**src/design/arfp_pkg.sv**
```systemverilog
// Package: constants, codes and types of the receive frame parser.
`default_nettype none
package arfp_pkg;

  localparam int MAX_DATA_BYTES = 64;
  localparam int MIN_FRAME_LEN  = 13;
  localparam int HEADER_LEN     = 14;
  localparam int PCNT_W         = $clog2(MAX_DATA_BYTES + 1);
  localparam int BCNT_W         = $clog2(HEADER_LEN + MAX_DATA_BYTES + 2);

  localparam logic [7:0]  DELIM          = 8'h7E;
  localparam logic [7:0]  TYPE_RESET     = 8'h90;
  localparam logic [7:0]  CHECK_BASE     = 8'hFF;
  localparam logic [15:0] LEN_MSB_MASK   = 16'hFF00;
  localparam logic [3:0]  ADDR_LAST      = 4'd8;
  localparam logic [0:0]  REG_FRAME_TYPE = 1'b0;

  localparam logic [1:0] ST_IDLE    = 2'd0;
  localparam logic [1:0] ST_START   = 2'd1;
  localparam logic [1:0] ST_VALID   = 2'd2;
  localparam logic [1:0] ST_INVALID = 2'd3;

  typedef enum logic [11:0] {
    PH_WAIT    = 12'b0000_0000_0001,
    PH_LEN_MSB = 12'b0000_0000_0010,
    PH_LEN_LSB = 12'b0000_0000_0100,
    PH_TYPE    = 12'b0000_0000_1000,
    PH_ADDR    = 12'b0000_0001_0000,
    PH_NET_MSB = 12'b0000_0010_0000,
    PH_NET_LSB = 12'b0000_0100_0000,
    PH_OPTIONS = 12'b0000_1000_0000,
    PH_OP      = 12'b0001_0000_0000,
    PH_SENDER  = 12'b0010_0000_0000,
    PH_DATA    = 12'b0100_0000_0000,
    PH_CHECK   = 12'b1000_0000_0000
  } phase_t;

  typedef struct packed {
    phase_t              phase;
    logic [7:0]          sum;
    logic [15:0]         declared_length;
    logic [BCNT_W-1:0]   bytes_counted;
    logic [3:0]          address_count;
    logic [PCNT_W-1:0]   payload_count;
    logic [7:0]          op_latch;
    logic [7:0]          sender_latch;
  } parse_state_t;

  typedef struct packed {
    logic [6:0] packet_data_len;
    logic [7:0] packet_sender;
    logic [7:0] packet_op;
    logic [5:0] data_index;
    logic [7:0] data_byte;
    logic       data_valid;
    logic [1:0] parse_status;
  } result_t;

endpackage
`default_nettype wire

```
**src/design/arfp_step.sv**
```systemverilog
// Next-state and result logic of the parser for one received byte.
`default_nettype none
module arfp_step (
  input  arfp_pkg::parse_state_t state,
  input  logic [7:0]             rx_byte,
  input  logic [7:0]             accepted_frame_type,
  output arfp_pkg::parse_state_t state_next,
  output arfp_pkg::result_t      result
);
  import arfp_pkg::*;

  logic [BCNT_W-1:0] bc_inc;
  logic [7:0]        sum_inc;
  logic              len_hit;
  logic [15:0]       len_full;
  logic [7:0]        check_val;

  assign bc_inc    = state.bytes_counted + BCNT_W'(1);
  assign sum_inc   = state.sum + rx_byte;
  assign len_hit   = (16'(bc_inc) == state.declared_length);
  assign len_full  = state.declared_length | {8'h00, rx_byte};
  assign check_val = CHECK_BASE - state.sum;

  always_comb begin
    state_next          = state;
    result.parse_status = ST_IDLE;
    result.data_valid   = 1'b0;
    result.data_byte    = 8'h00;
    result.data_index   = 6'd0;
    if (state.phase != PH_CHECK && rx_byte == DELIM) begin
      state_next          = '0;
      state_next.phase    = PH_LEN_MSB;
      result.parse_status = ST_START;
    end else begin
      case (state.phase)
        PH_LEN_MSB: begin
          state_next.declared_length = {rx_byte, 8'h00} & LEN_MSB_MASK;
          state_next.phase           = PH_LEN_LSB;
        end
        PH_LEN_LSB: begin
          state_next.declared_length = len_full;
          state_next.bytes_counted   = '0;
          if (len_full < 16'(MIN_FRAME_LEN) ||
              len_full > 16'(HEADER_LEN + MAX_DATA_BYTES)) begin
            result.parse_status = ST_INVALID;
            state_next.phase    = PH_WAIT;
          end else begin
            state_next.phase = PH_TYPE;
          end
        end
        PH_TYPE: begin
          state_next.bytes_counted = bc_inc;
          state_next.sum           = sum_inc;
          if (rx_byte == accepted_frame_type) begin
            state_next.phase = PH_ADDR;
          end else begin
            result.parse_status = ST_INVALID;
            state_next.phase    = PH_WAIT;
          end
        end
        PH_ADDR: begin
          state_next.bytes_counted = bc_inc;
          state_next.sum           = sum_inc;
          state_next.address_count = state.address_count + 4'd1;
          if (state_next.address_count >= ADDR_LAST) begin
            state_next.phase = PH_NET_MSB;
          end
        end
        PH_NET_MSB: begin
          state_next.bytes_counted = bc_inc;
          state_next.sum           = sum_inc;
          state_next.phase         = PH_NET_LSB;
        end
        PH_NET_LSB: begin
          state_next.bytes_counted = bc_inc;
          state_next.sum           = sum_inc;
          state_next.phase         = PH_OPTIONS;
        end
        PH_OPTIONS: begin
          state_next.bytes_counted = bc_inc;
          state_next.sum           = sum_inc;
          state_next.phase         = PH_OP;
        end
        PH_OP: begin
          state_next.bytes_counted = bc_inc;
          state_next.sum           = sum_inc;
          state_next.op_latch      = rx_byte;
          state_next.phase         = len_hit ? PH_CHECK : PH_SENDER;
        end
        PH_SENDER: begin
          state_next.bytes_counted = bc_inc;
          state_next.sum           = sum_inc;
          state_next.sender_latch  = rx_byte;
          state_next.phase         = len_hit ? PH_CHECK : PH_DATA;
        end
        PH_DATA: begin
          if (state.payload_count >= PCNT_W'(MAX_DATA_BYTES)) begin
            result.parse_status = ST_INVALID;
            state_next.phase    = PH_WAIT;
          end else begin
            state_next.bytes_counted = bc_inc;
            state_next.sum           = sum_inc;
            result.data_valid        = 1'b1;
            result.data_byte         = rx_byte;
            result.data_index        = state.payload_count[5:0];
            state_next.payload_count = state.payload_count + PCNT_W'(1);
            state_next.phase         = len_hit ? PH_CHECK : PH_DATA;
          end
        end
        PH_CHECK: begin
          result.parse_status = (check_val == rx_byte) ? ST_VALID : ST_INVALID;
          state_next.phase    = PH_WAIT;
        end
        default: begin
          state_next.phase = PH_WAIT;
        end
      endcase
    end
    result.packet_op       = state_next.op_latch;
    result.packet_sender   = state_next.sender_latch;
    result.packet_data_len = 7'(state_next.payload_count);
  end

endmodule
`default_nettype wire

```
**src/design/api_receive_frame_parser_unit.sv**
```systemverilog
// Top level: receive frame parser with stream ports, skid buffer and register port.
// Each accepted byte's result is registered into the output stage, or into the skid stage while the output is held.
// Throughput: one byte per cycle while the skid stage is empty; parser state updates in a single pass per byte.
// A two-entry output (register plus skid) lets a byte be taken while a result waits.
// Reset (rst, synchronous, active high) clears the parser state, empties the
// output stages and sets accepted_frame_type to 0x90.
`default_nettype none
module api_receive_frame_parser_unit (
  input  logic        clk,
  input  logic        rst,
  // tdata: rx_byte[7:0]
  input  logic        s_tvalid,
  output logic        s_tready,
  input  logic [7:0]  s_tdata,
  // tdata: parse_status[1:0], data_valid[2], data_byte[10:3], data_index[16:11],
  //        packet_op[24:17], packet_sender[32:25], packet_data_len[39:33]
  output logic        m_tvalid,
  input  logic        m_tready,
  output logic [39:0] m_tdata,
  input  logic        psel,
  input  logic        penable,
  input  logic        pwrite,
  input  logic [2:0]  paddr,
  input  logic [31:0] pwdata,
  output logic [31:0] prdata,
  output logic        pready
);
  import arfp_pkg::*;

  parse_state_t state;
  parse_state_t state_next;
  result_t      result;
  logic [7:0]   accepted_frame_type;
  logic         out_valid;
  logic [39:0]  out_data;
  logic         skid_valid;
  logic [39:0]  skid_data;
  logic         in_accept;
  logic         out_free;

  arfp_step u_step (
    .state               (state),
    .rx_byte             (s_tdata),
    .accepted_frame_type (accepted_frame_type),
    .state_next          (state_next),
    .result              (result)
  );

  assign s_tready  = !skid_valid;
  assign in_accept = s_tvalid && s_tready;
  assign out_free  = m_tready || !out_valid;
  assign m_tvalid  = out_valid;
  assign m_tdata   = out_data;

  assign pready = 1'b1;
  assign prdata = (paddr[2] == REG_FRAME_TYPE) ? {24'h0, accepted_frame_type} : 32'h0;

  always_ff @(posedge clk) begin
    if (rst) begin
      accepted_frame_type <= TYPE_RESET;
    end else if (psel && penable && pwrite && pready && paddr[2] == REG_FRAME_TYPE) begin
      accepted_frame_type <= pwdata[7:0];
    end
  end

  always_ff @(posedge clk) begin
    if (rst) begin
      state <= '{phase: PH_WAIT, default: '0};
    end else if (in_accept) begin
      state <= state_next;
    end
  end

  always_ff @(posedge clk) begin
    if (rst) begin
      out_valid  <= 1'b0;
      skid_valid <= 1'b0;
    end else if (out_free) begin
      if (skid_valid) begin
        out_valid  <= 1'b1;
        out_data   <= skid_data;
        skid_valid <= 1'b0;
      end else begin
        out_valid <= in_accept;
        out_data  <= result;
      end
    end else if (in_accept) begin
      skid_valid <= 1'b1;
      skid_data  <= result;
    end
  end

`ifndef ASSERT_OFF
  a_data_only_idle: assert property (@(posedge clk) disable iff (rst)
    (m_tvalid && m_tdata[2]) |-> (m_tdata[1:0] == ST_IDLE))
    else $error("data byte reported with nonzero status");

  a_skid_needs_out: assert property (@(posedge clk) disable iff (rst)
    skid_valid |-> out_valid)
    else $error("skid stage full while output stage empty");

  a_payload_bound: assert property (@(posedge clk) disable iff (rst)
    state.payload_count <= PCNT_W'(MAX_DATA_BYTES))
    else $error("payload count beyond maximum");

  a_reset_wait: assert property (@(posedge clk)
    $past(rst) |-> (state.phase == PH_WAIT && !out_valid && !skid_valid))
    else $error("parser not idle after reset");
`endif

endmodule
`default_nettype wire

```
**config.mk**
```make
export PLATFORM = sky130hd
export DESIGN_NAME = api_receive_frame_parser_unit
export DESIGN_NICKNAME = d
export VERILOG_FILES = /design/src/design/arfp_pkg.sv /design/src/design/arfp_step.sv /design/src/design/api_receive_frame_parser_unit.sv
export SDC_FILE = /design/constraint.sdc
export NUM_CORES = 1
export LEC_CHECK = 0
export BUFFER_PORTS_ARGS = -buffer_cell sky130_fd_sc_hd__buf_2
export CORE_MARGIN = 2
export CORE_UTILIZATION = 51
export DETAILED_ROUTE_END_ITERATION = 10
export PLACE_DENSITY = 0.8
export RECOVER_POWER = 25
export SLEW_MARGIN = 20
export SYNTH_ARGS = -nofsm -noshare
export SYNTH_HDL_FRONTEND = slang
export SYNTH_SLANG_ARGS = --single-unit
export TNS_END_PERCENT = 100
```
**constraint.sdc**
```tcl
create_clock -name clk -period 4.9 [get_ports clk]
set_input_delay 0.98 -clock clk [delete_from_list [all_inputs] [get_ports clk]]
set_output_delay 0.98 -clock clk [all_outputs]
set_load 0.005 [all_outputs]
```
==> flow_summary.yaml, run 1 <==
global_route:
  grt_max_degree: 55
  grt_usage_pct: 20.6
  overflow: 0
  antenna_found_initial: 0
  grt_pass1_vias: 5104
  grt_pass1_wl_mm: 26.3
logic_synthesis:
  ys_async_sr_fraction_pct: 0
  synth_seq_area_share_pct: 52.2
  synth_top_area_cell: "edfxtp_1"
  synth_area_um2: 7670
  syn_area_per_cell_um2: 10.1
  synth_top_cell_area_share_pct: 31.3
  ys.flop_type: "edfxtp_1"
  ys_ff_latch: 160
  yosys_warnings: 0
  postSynthCellCount: 760
  synth.distinct_cells: 65
  netlist_top_cells_area: "edfxtp_1 31%, dfxtp_1 21%, nand2_1 5.0%"
  synth-edff-count: 80
clock_tree:
  insertion_delay_ns: 0.42
  cts_tree: "built"
  cts_setup_buffers: 0
  hold_buffers: 0
  numCtsBuffers: 17
  clkTransAtPathRegs_ns: 0.06
  cts-root-buf: "clkbuf_16"
  post_cts_resized: 0
  cts_max_level: 4
  numClockSinks: 160
  clk_path_buf_depth: 2
setup_path:
  reg2regPathDepth: 6
  critical_path_required_ns: 5.21
  crit_type: "in -> reg"
  cp-start-kind: "input port"
  crit_chain: "clkbuf_1 -> clkbuf_1 -> nor4b_2 -> and4b_1 -> a32o_1"
  cp-startpoint: "rst"
  slowest_stage: "clkbuf_1"
  crit_end: "state[66]"
  cp-end-kind: "register"
  cp_common_cell: "clkbuf_1"
  crit_buf_inv: 2
  crit_arrival_ns: 4.01
  r2r_slack_ns: 1.63
  slowest_delay_ns: 1.17
  cp_max_fo: 34
  cp_top_family: "buffers and inverters"
  reg2reg_to: "state[46]"
  worstReg2RegStart: "state[66]"
  cp.depth: 5
pwr:
  p_comb_share_pct: 4.7
  p_leak_nw: 3.35
  powerDensity_nw_per_um2: 328
  power_frac_seq_pct: 50.9
  p_switching_mw: 0.616
  clockPowerShare_pct: 44.4
  report.power.total_mw: 2.81
  netSwitchingFraction_pct: 21.9
  internal-power_mw: 2.20
  peakVddDrop_uv: 237
place:
  place_congestion: 0.895
  dpl.hpwl_mm: 10.8
  dp.cells: 978
  io_buffers: 73
route:
  wl_met3_mm: 1.28
  viasPerCell: 5.61
  wirelength_mm: 16.4
  met2RoutedLength_mm: 7.41
  dr.pass1.iters: 5
  highest_layer: "met4"
  vias: 5667
  route.detailed.drc: 0
  wl_met1_mm: 7.62
  drt_iter0_drc: 497
  wire_per_inst_um: 16.3
  ant_nets: 0
outcome:
  status: "finished, violations left"
  violations: "max-capacitance violations, max-slew violations"
timing:
  fmax_mhz: 271
  min_period_ns: 3.69
  maxSlewViolCount: 107
  finalHoldViolations: 0
  slew_headroom_pct: -23.5
  setup_viol_count_final: 0
  finClkSkew_ns: 0.00976
  rsz0062_at_grt: "no"
  finalSetupTns_ns: 0
  min_period_over_period_pct: 75.4
  worstMarginPinSlew_ns: 1.84
layout:
  syn2layout_area_growth_pct: 12.1
  finalNonFillerCells: 1010
  num_antenna_cells: 0
  num-nets-final: 876
  drive_gt1_share_pct: 14.9
floorplanning:
  start_util_pct: 52.5
  num_rows: 44
  die_height_um: 127
  die_w_um: 127
  design.die.area_um2: 16000
  ios: 125
  core_um2: 14600
run:
  cap_violations: 3
hold_path:
  min-delay-path-class: "reg -> reg"
-- sequential cells by signal (all words and copies together) (netlist names) --
register	flops
state	70
m_tvalid	1
skid_data	40
accepted_frame_type	8
m_tdata	40
skid_valid	1
-- cell usage after synthesis (5+ instances only) --
cell type and n:
nor3_1 15, o2bb2ai_1 7, xor2_1 20, nor4_1 7
nand4_1 5, nor3b_1 5, dfxtp_1 80, a21oi_1 57
nand3_1 15, mux2i_1 19, mux2_2 14, xnor2_1 13
and3_1 12, nand2_1 103, buf_4 26, o31ai_1 28
o21ai_0 19, nor2b_1 22, clkbuf_1 37, inv_1 10
ha_1 12, nand4b_1 5, a22o_1 9, nor2_1 64
a21o_1 5, edfxtp_1 80
-- worst min-delay path, cell delays in order (launching register included) --
cell and delay (ns):
dfxtp_1 0.31, nand2_1 0.05, a21oi_1 0.05
-- power groups by stage --
stage / combinational [mW] / clock [mW] / sequential, mW
3_5_place_dp: 0.135 / 0 / 1.46
3_3_place_gp: 0.133 / 0 / 1.46
4_1_cts: 0.135 / 1.27 / 1.43
6_report: 0.133 / 1.25 / 1.43
2_1_floorplan: 0.0898 / 0 / 1.46
5_1_grt: 0.146 / 1.32 / 1.43
-- worst min path at each step --
stage | start | endpoint | slack (ns) | cells past startpoint
after floorplan | state[0] | state[0] | 0.44 | 2
after global placement | state[8] | state[8] | 0.44 | 2
after detailed placement | state[7] | state[7] | 0.45 | 2
after CTS | state[7] | state[7] | 0.46 | 2
after global routing | state[1] | state[1] | 0.47 | 2
final | state[13] | state[13] | 0.45 | 2
-- through the flow --
stage | utilization [%] | hold WS (ns) | setup slack [ns] | area [µm²]
finish | 58.9 | 0.453 | 1.21 | 8590
CTS | 59.1 | 0.455 | 1.66 | 8630
global placement | 55.3 | 0.441 | 1.55 | 8070
detailed placement | 55.3 | 0.448 | 1.49 | 8070
floorplan | - | 0.436 | 0.0531 | 7750
global route | 58.9 | 0.471 | 0.960 | 8590
-- logic make-up (layout without fill, tap and decap cells) --
| logic type | Yosys count | count (layout) | share of synthesized area, % |
|---|---|---|---|
| AND/OR/NAND/NOR | 290 | 290 | 18.8 |
| flip-flops | 160 | 160 | 52.2 |
| AO/OA/AOI/OAI | 148 | 148 | 13.0 |
| buffers and inverters | 81 | 124 | 5.37 |
| XOR/XNOR | 33 | 33 | 3.77 |
| multiplexers | 33 | 33 | 4.54 |
| adder cells (fa/ha/maj) | 13 | 13 | 2.22 |
| other | 2 | 25 | 0.0980 |
-- layout by cell type (no fill, tap or decap), drive strengths merged, types with 16 or more instances in the layout --
cell type / instances
nor2: 64
a21oi: 58
buf: 61
nand2: 104
clkbuf: 42
nor3: 16
edfxtp: 80
dfxtp: 80
xor2: 20
conb: 25
o31ai: 29
mux2i: 19
nor2b: 22
o21ai: 19
-- per-layer routing --
layer	vias to the layer above	global-route usage, %
met5	-	0
met4	0	5.82
met3	12	5.74
met2	210	30.8
met1	2676	29.6
li1	2769	-
-- layout make-up --
class	count	area (µm²)
inverter	11	41.3
fill	1220	6000
clock buffer	22	474
sequential	160	4000
timing repair buffer	81	395
tap	184	230
multi-input combinational	542	3360
clock inverter	10	87.6
Power figures use the tool's default switching activity.
==> run 2, diff against run 1 <==
- clock period: 4.9 -> 3.05 ns (I/O delays scaled with it)
==> run 2 against run 1 <==
Compared with the run above: the run still ends with max-capacitance violations, max-slew violations left; sequential share of layout area down 0.89 points; clock-buffer cell count grew 1; hold slack got worse by 0.044 ns; wire length grew 5.2%; clock skew decreased by 0.0019 ns; via count is 3.3% higher; die area is the same; highest routed layer unchanged.
==> flow_summary.yaml, run 2 (same netlist as run 1, synthesis figures left out) <==
hold_path:
  min-delay-path-class: "in -> reg"
  holdPathStages: 3
global_route:
  grt_usage_pct: 21.9
  overflow: 0
  antenna_found_initial: 0
  grt_pass1_wl_mm: 28.1
  grt_pass1_vias: 5565
  grt_max_degree: 54
floorplanning:
  start_util_pct: 52.5
  die_height_um: 127
  design.die.area_um2: 16000
  die_w_um: 127
  core_um2: 14600
  num_rows: 44
  ios: 125
timing:
  maxSlewViolCount: 54
  min_period_ns: 2.80
  worstMarginPinSlew_ns: 2.10
  finalSetupTns_ns: 0
  setup_viol_count_final: 0
  finalHoldViolations: 0
  fin_ws_ns: 0.246
  rsz0062_at_grt: "no"
  min_period_over_period_pct: 91.9
  fmax_mhz: 357
  slew_headroom_pct: -40.0
  finClkSkew_ns: 0.00789
pwr:
  powerDensity_nw_per_um2: 520
  peakVddDrop_uv: 555
  p_leak_nw: 3.47
  report.power.total_mw: 4.55
clock_tree:
  clk_path_buf_depth: 2
  post_cts_resized: 0
  insertion_delay_ns: 0.42
  cts-root-buf: "clkbuf_16"
  cts_setup_buffers: 0
  cts_max_level: 4
  clkTransAtPathRegs_ns: 0.06
  cts_tree: "built"
  numCtsBuffers: 17
  hold_buffers: 0
  numClockSinks: 160
setup_path:
  critical_path_required_ns: 3.41
  cp_common_cell: "nor3_1"
  cp-start-kind: "register"
  slowest_delay_ns: 0.68
  slowest_stage: "nor3_1"
  crit_chain: "or4_1 -> nor3_1 -> or3_1 -> nand2_2 -> nor3_1 -> a22o_1"
  reg2regPathDepth: 6
  cp_max_fo: 9
  cp-end-kind: "register"
  crit_type: "reg -> reg"
  crit_arrival_ns: 3.17
run:
  cap_violations: 1
route:
  route.detailed.drc: 0
  wire_per_inst_um: 16.8
  dr.pass1.iters: 6
  drt_iter0_drc: 527
  vias: 5855
  wirelength_mm: 17.3
  viasPerCell: 5.68
  ant_nets: 0
place:
  dpl.hpwl_mm: 11.4
  dp_slack_ns: 0.338
  io_buffers: 73
  place_congestion: 0.903
layout:
  largest-register: "state"
  syn2layout_area_growth_pct: 14.3
  num_antenna_cells: 0
  largest_reg_flops: 70
  drive_gt1_share_pct: 17.2
  final_util_pct: 60.0
  layout_common_cells: "103 x nand2_1, 80 x dfxtp_1, 80 x edfxtp_1, 64 x nor2_1"
  layout_commonest_cell: "nand2_1"
  num-nets-final: 897
outcome:
  violations: "max-capacitance violations, max-slew violations"
  status: "finished, violations left"
-- run 2: layer usage --
| metal | track usage [%] | wire length [µm] | vias up |
|---|---|---|---|
| met5 | 0 | 0 | - |
| met4 | 7.63 | 329 | 0 |
| met3 | 5.10 | 1130 | 29 |
| met2 | 34.6 | 8050 | 233 |
| met1 | 29.8 | 7780 | 2776 |
| li1 | - | - | 2817 |
-- run 2: worst paths after layout --
check                 start                endpoint  slack [ns]
setup / recovery  state[62]               state[47]        0.25
hold / removal    pwdata[4]  accepted_frame_type[4]        0.41
setup reg to reg  state[62]               state[47]        0.25
hold reg to reg    state[7]                state[7]        0.46
-- run 2: area by class of cell --
class / count / area (µm²)
sequential: 160 / 4000
tap: 184 / 230
timing repair buffer: 102 / 558
inverter: 11 / 41.3
fill: 1195 / 5830
clock buffer: 23 / 479
multi-input combinational: 542 / 3360
clock inverter: 9 / 83.8
-- run 2: per-stage QoR --
stage	instances	instance area, µm²	hold WS (ns)
after detailed placement	999	8230	0.446
final	1031	8760	0.410
after global placement	999	8230	0.442
after floorplan	783	7770	0.436
after global routing	1031	8760	0.412
after CTS	1031	8790	0.402
-- run 2: power by group --
| part | internal (mW) | switching [mW] |
|---|---|---|
| clock network | 1.19 | 0.833 |
| logic | 0.0712 | 0.157 |
| registers | 2.29 | 0.0113 |
-- run 2: critical path: cells and delay by family, from the launching register on --
kind               cells  cell delay [ns]
and+or+nand+nor        5             2.14
AOI/OAI and AO/OA      1             0.23
DFF                    1             0.37
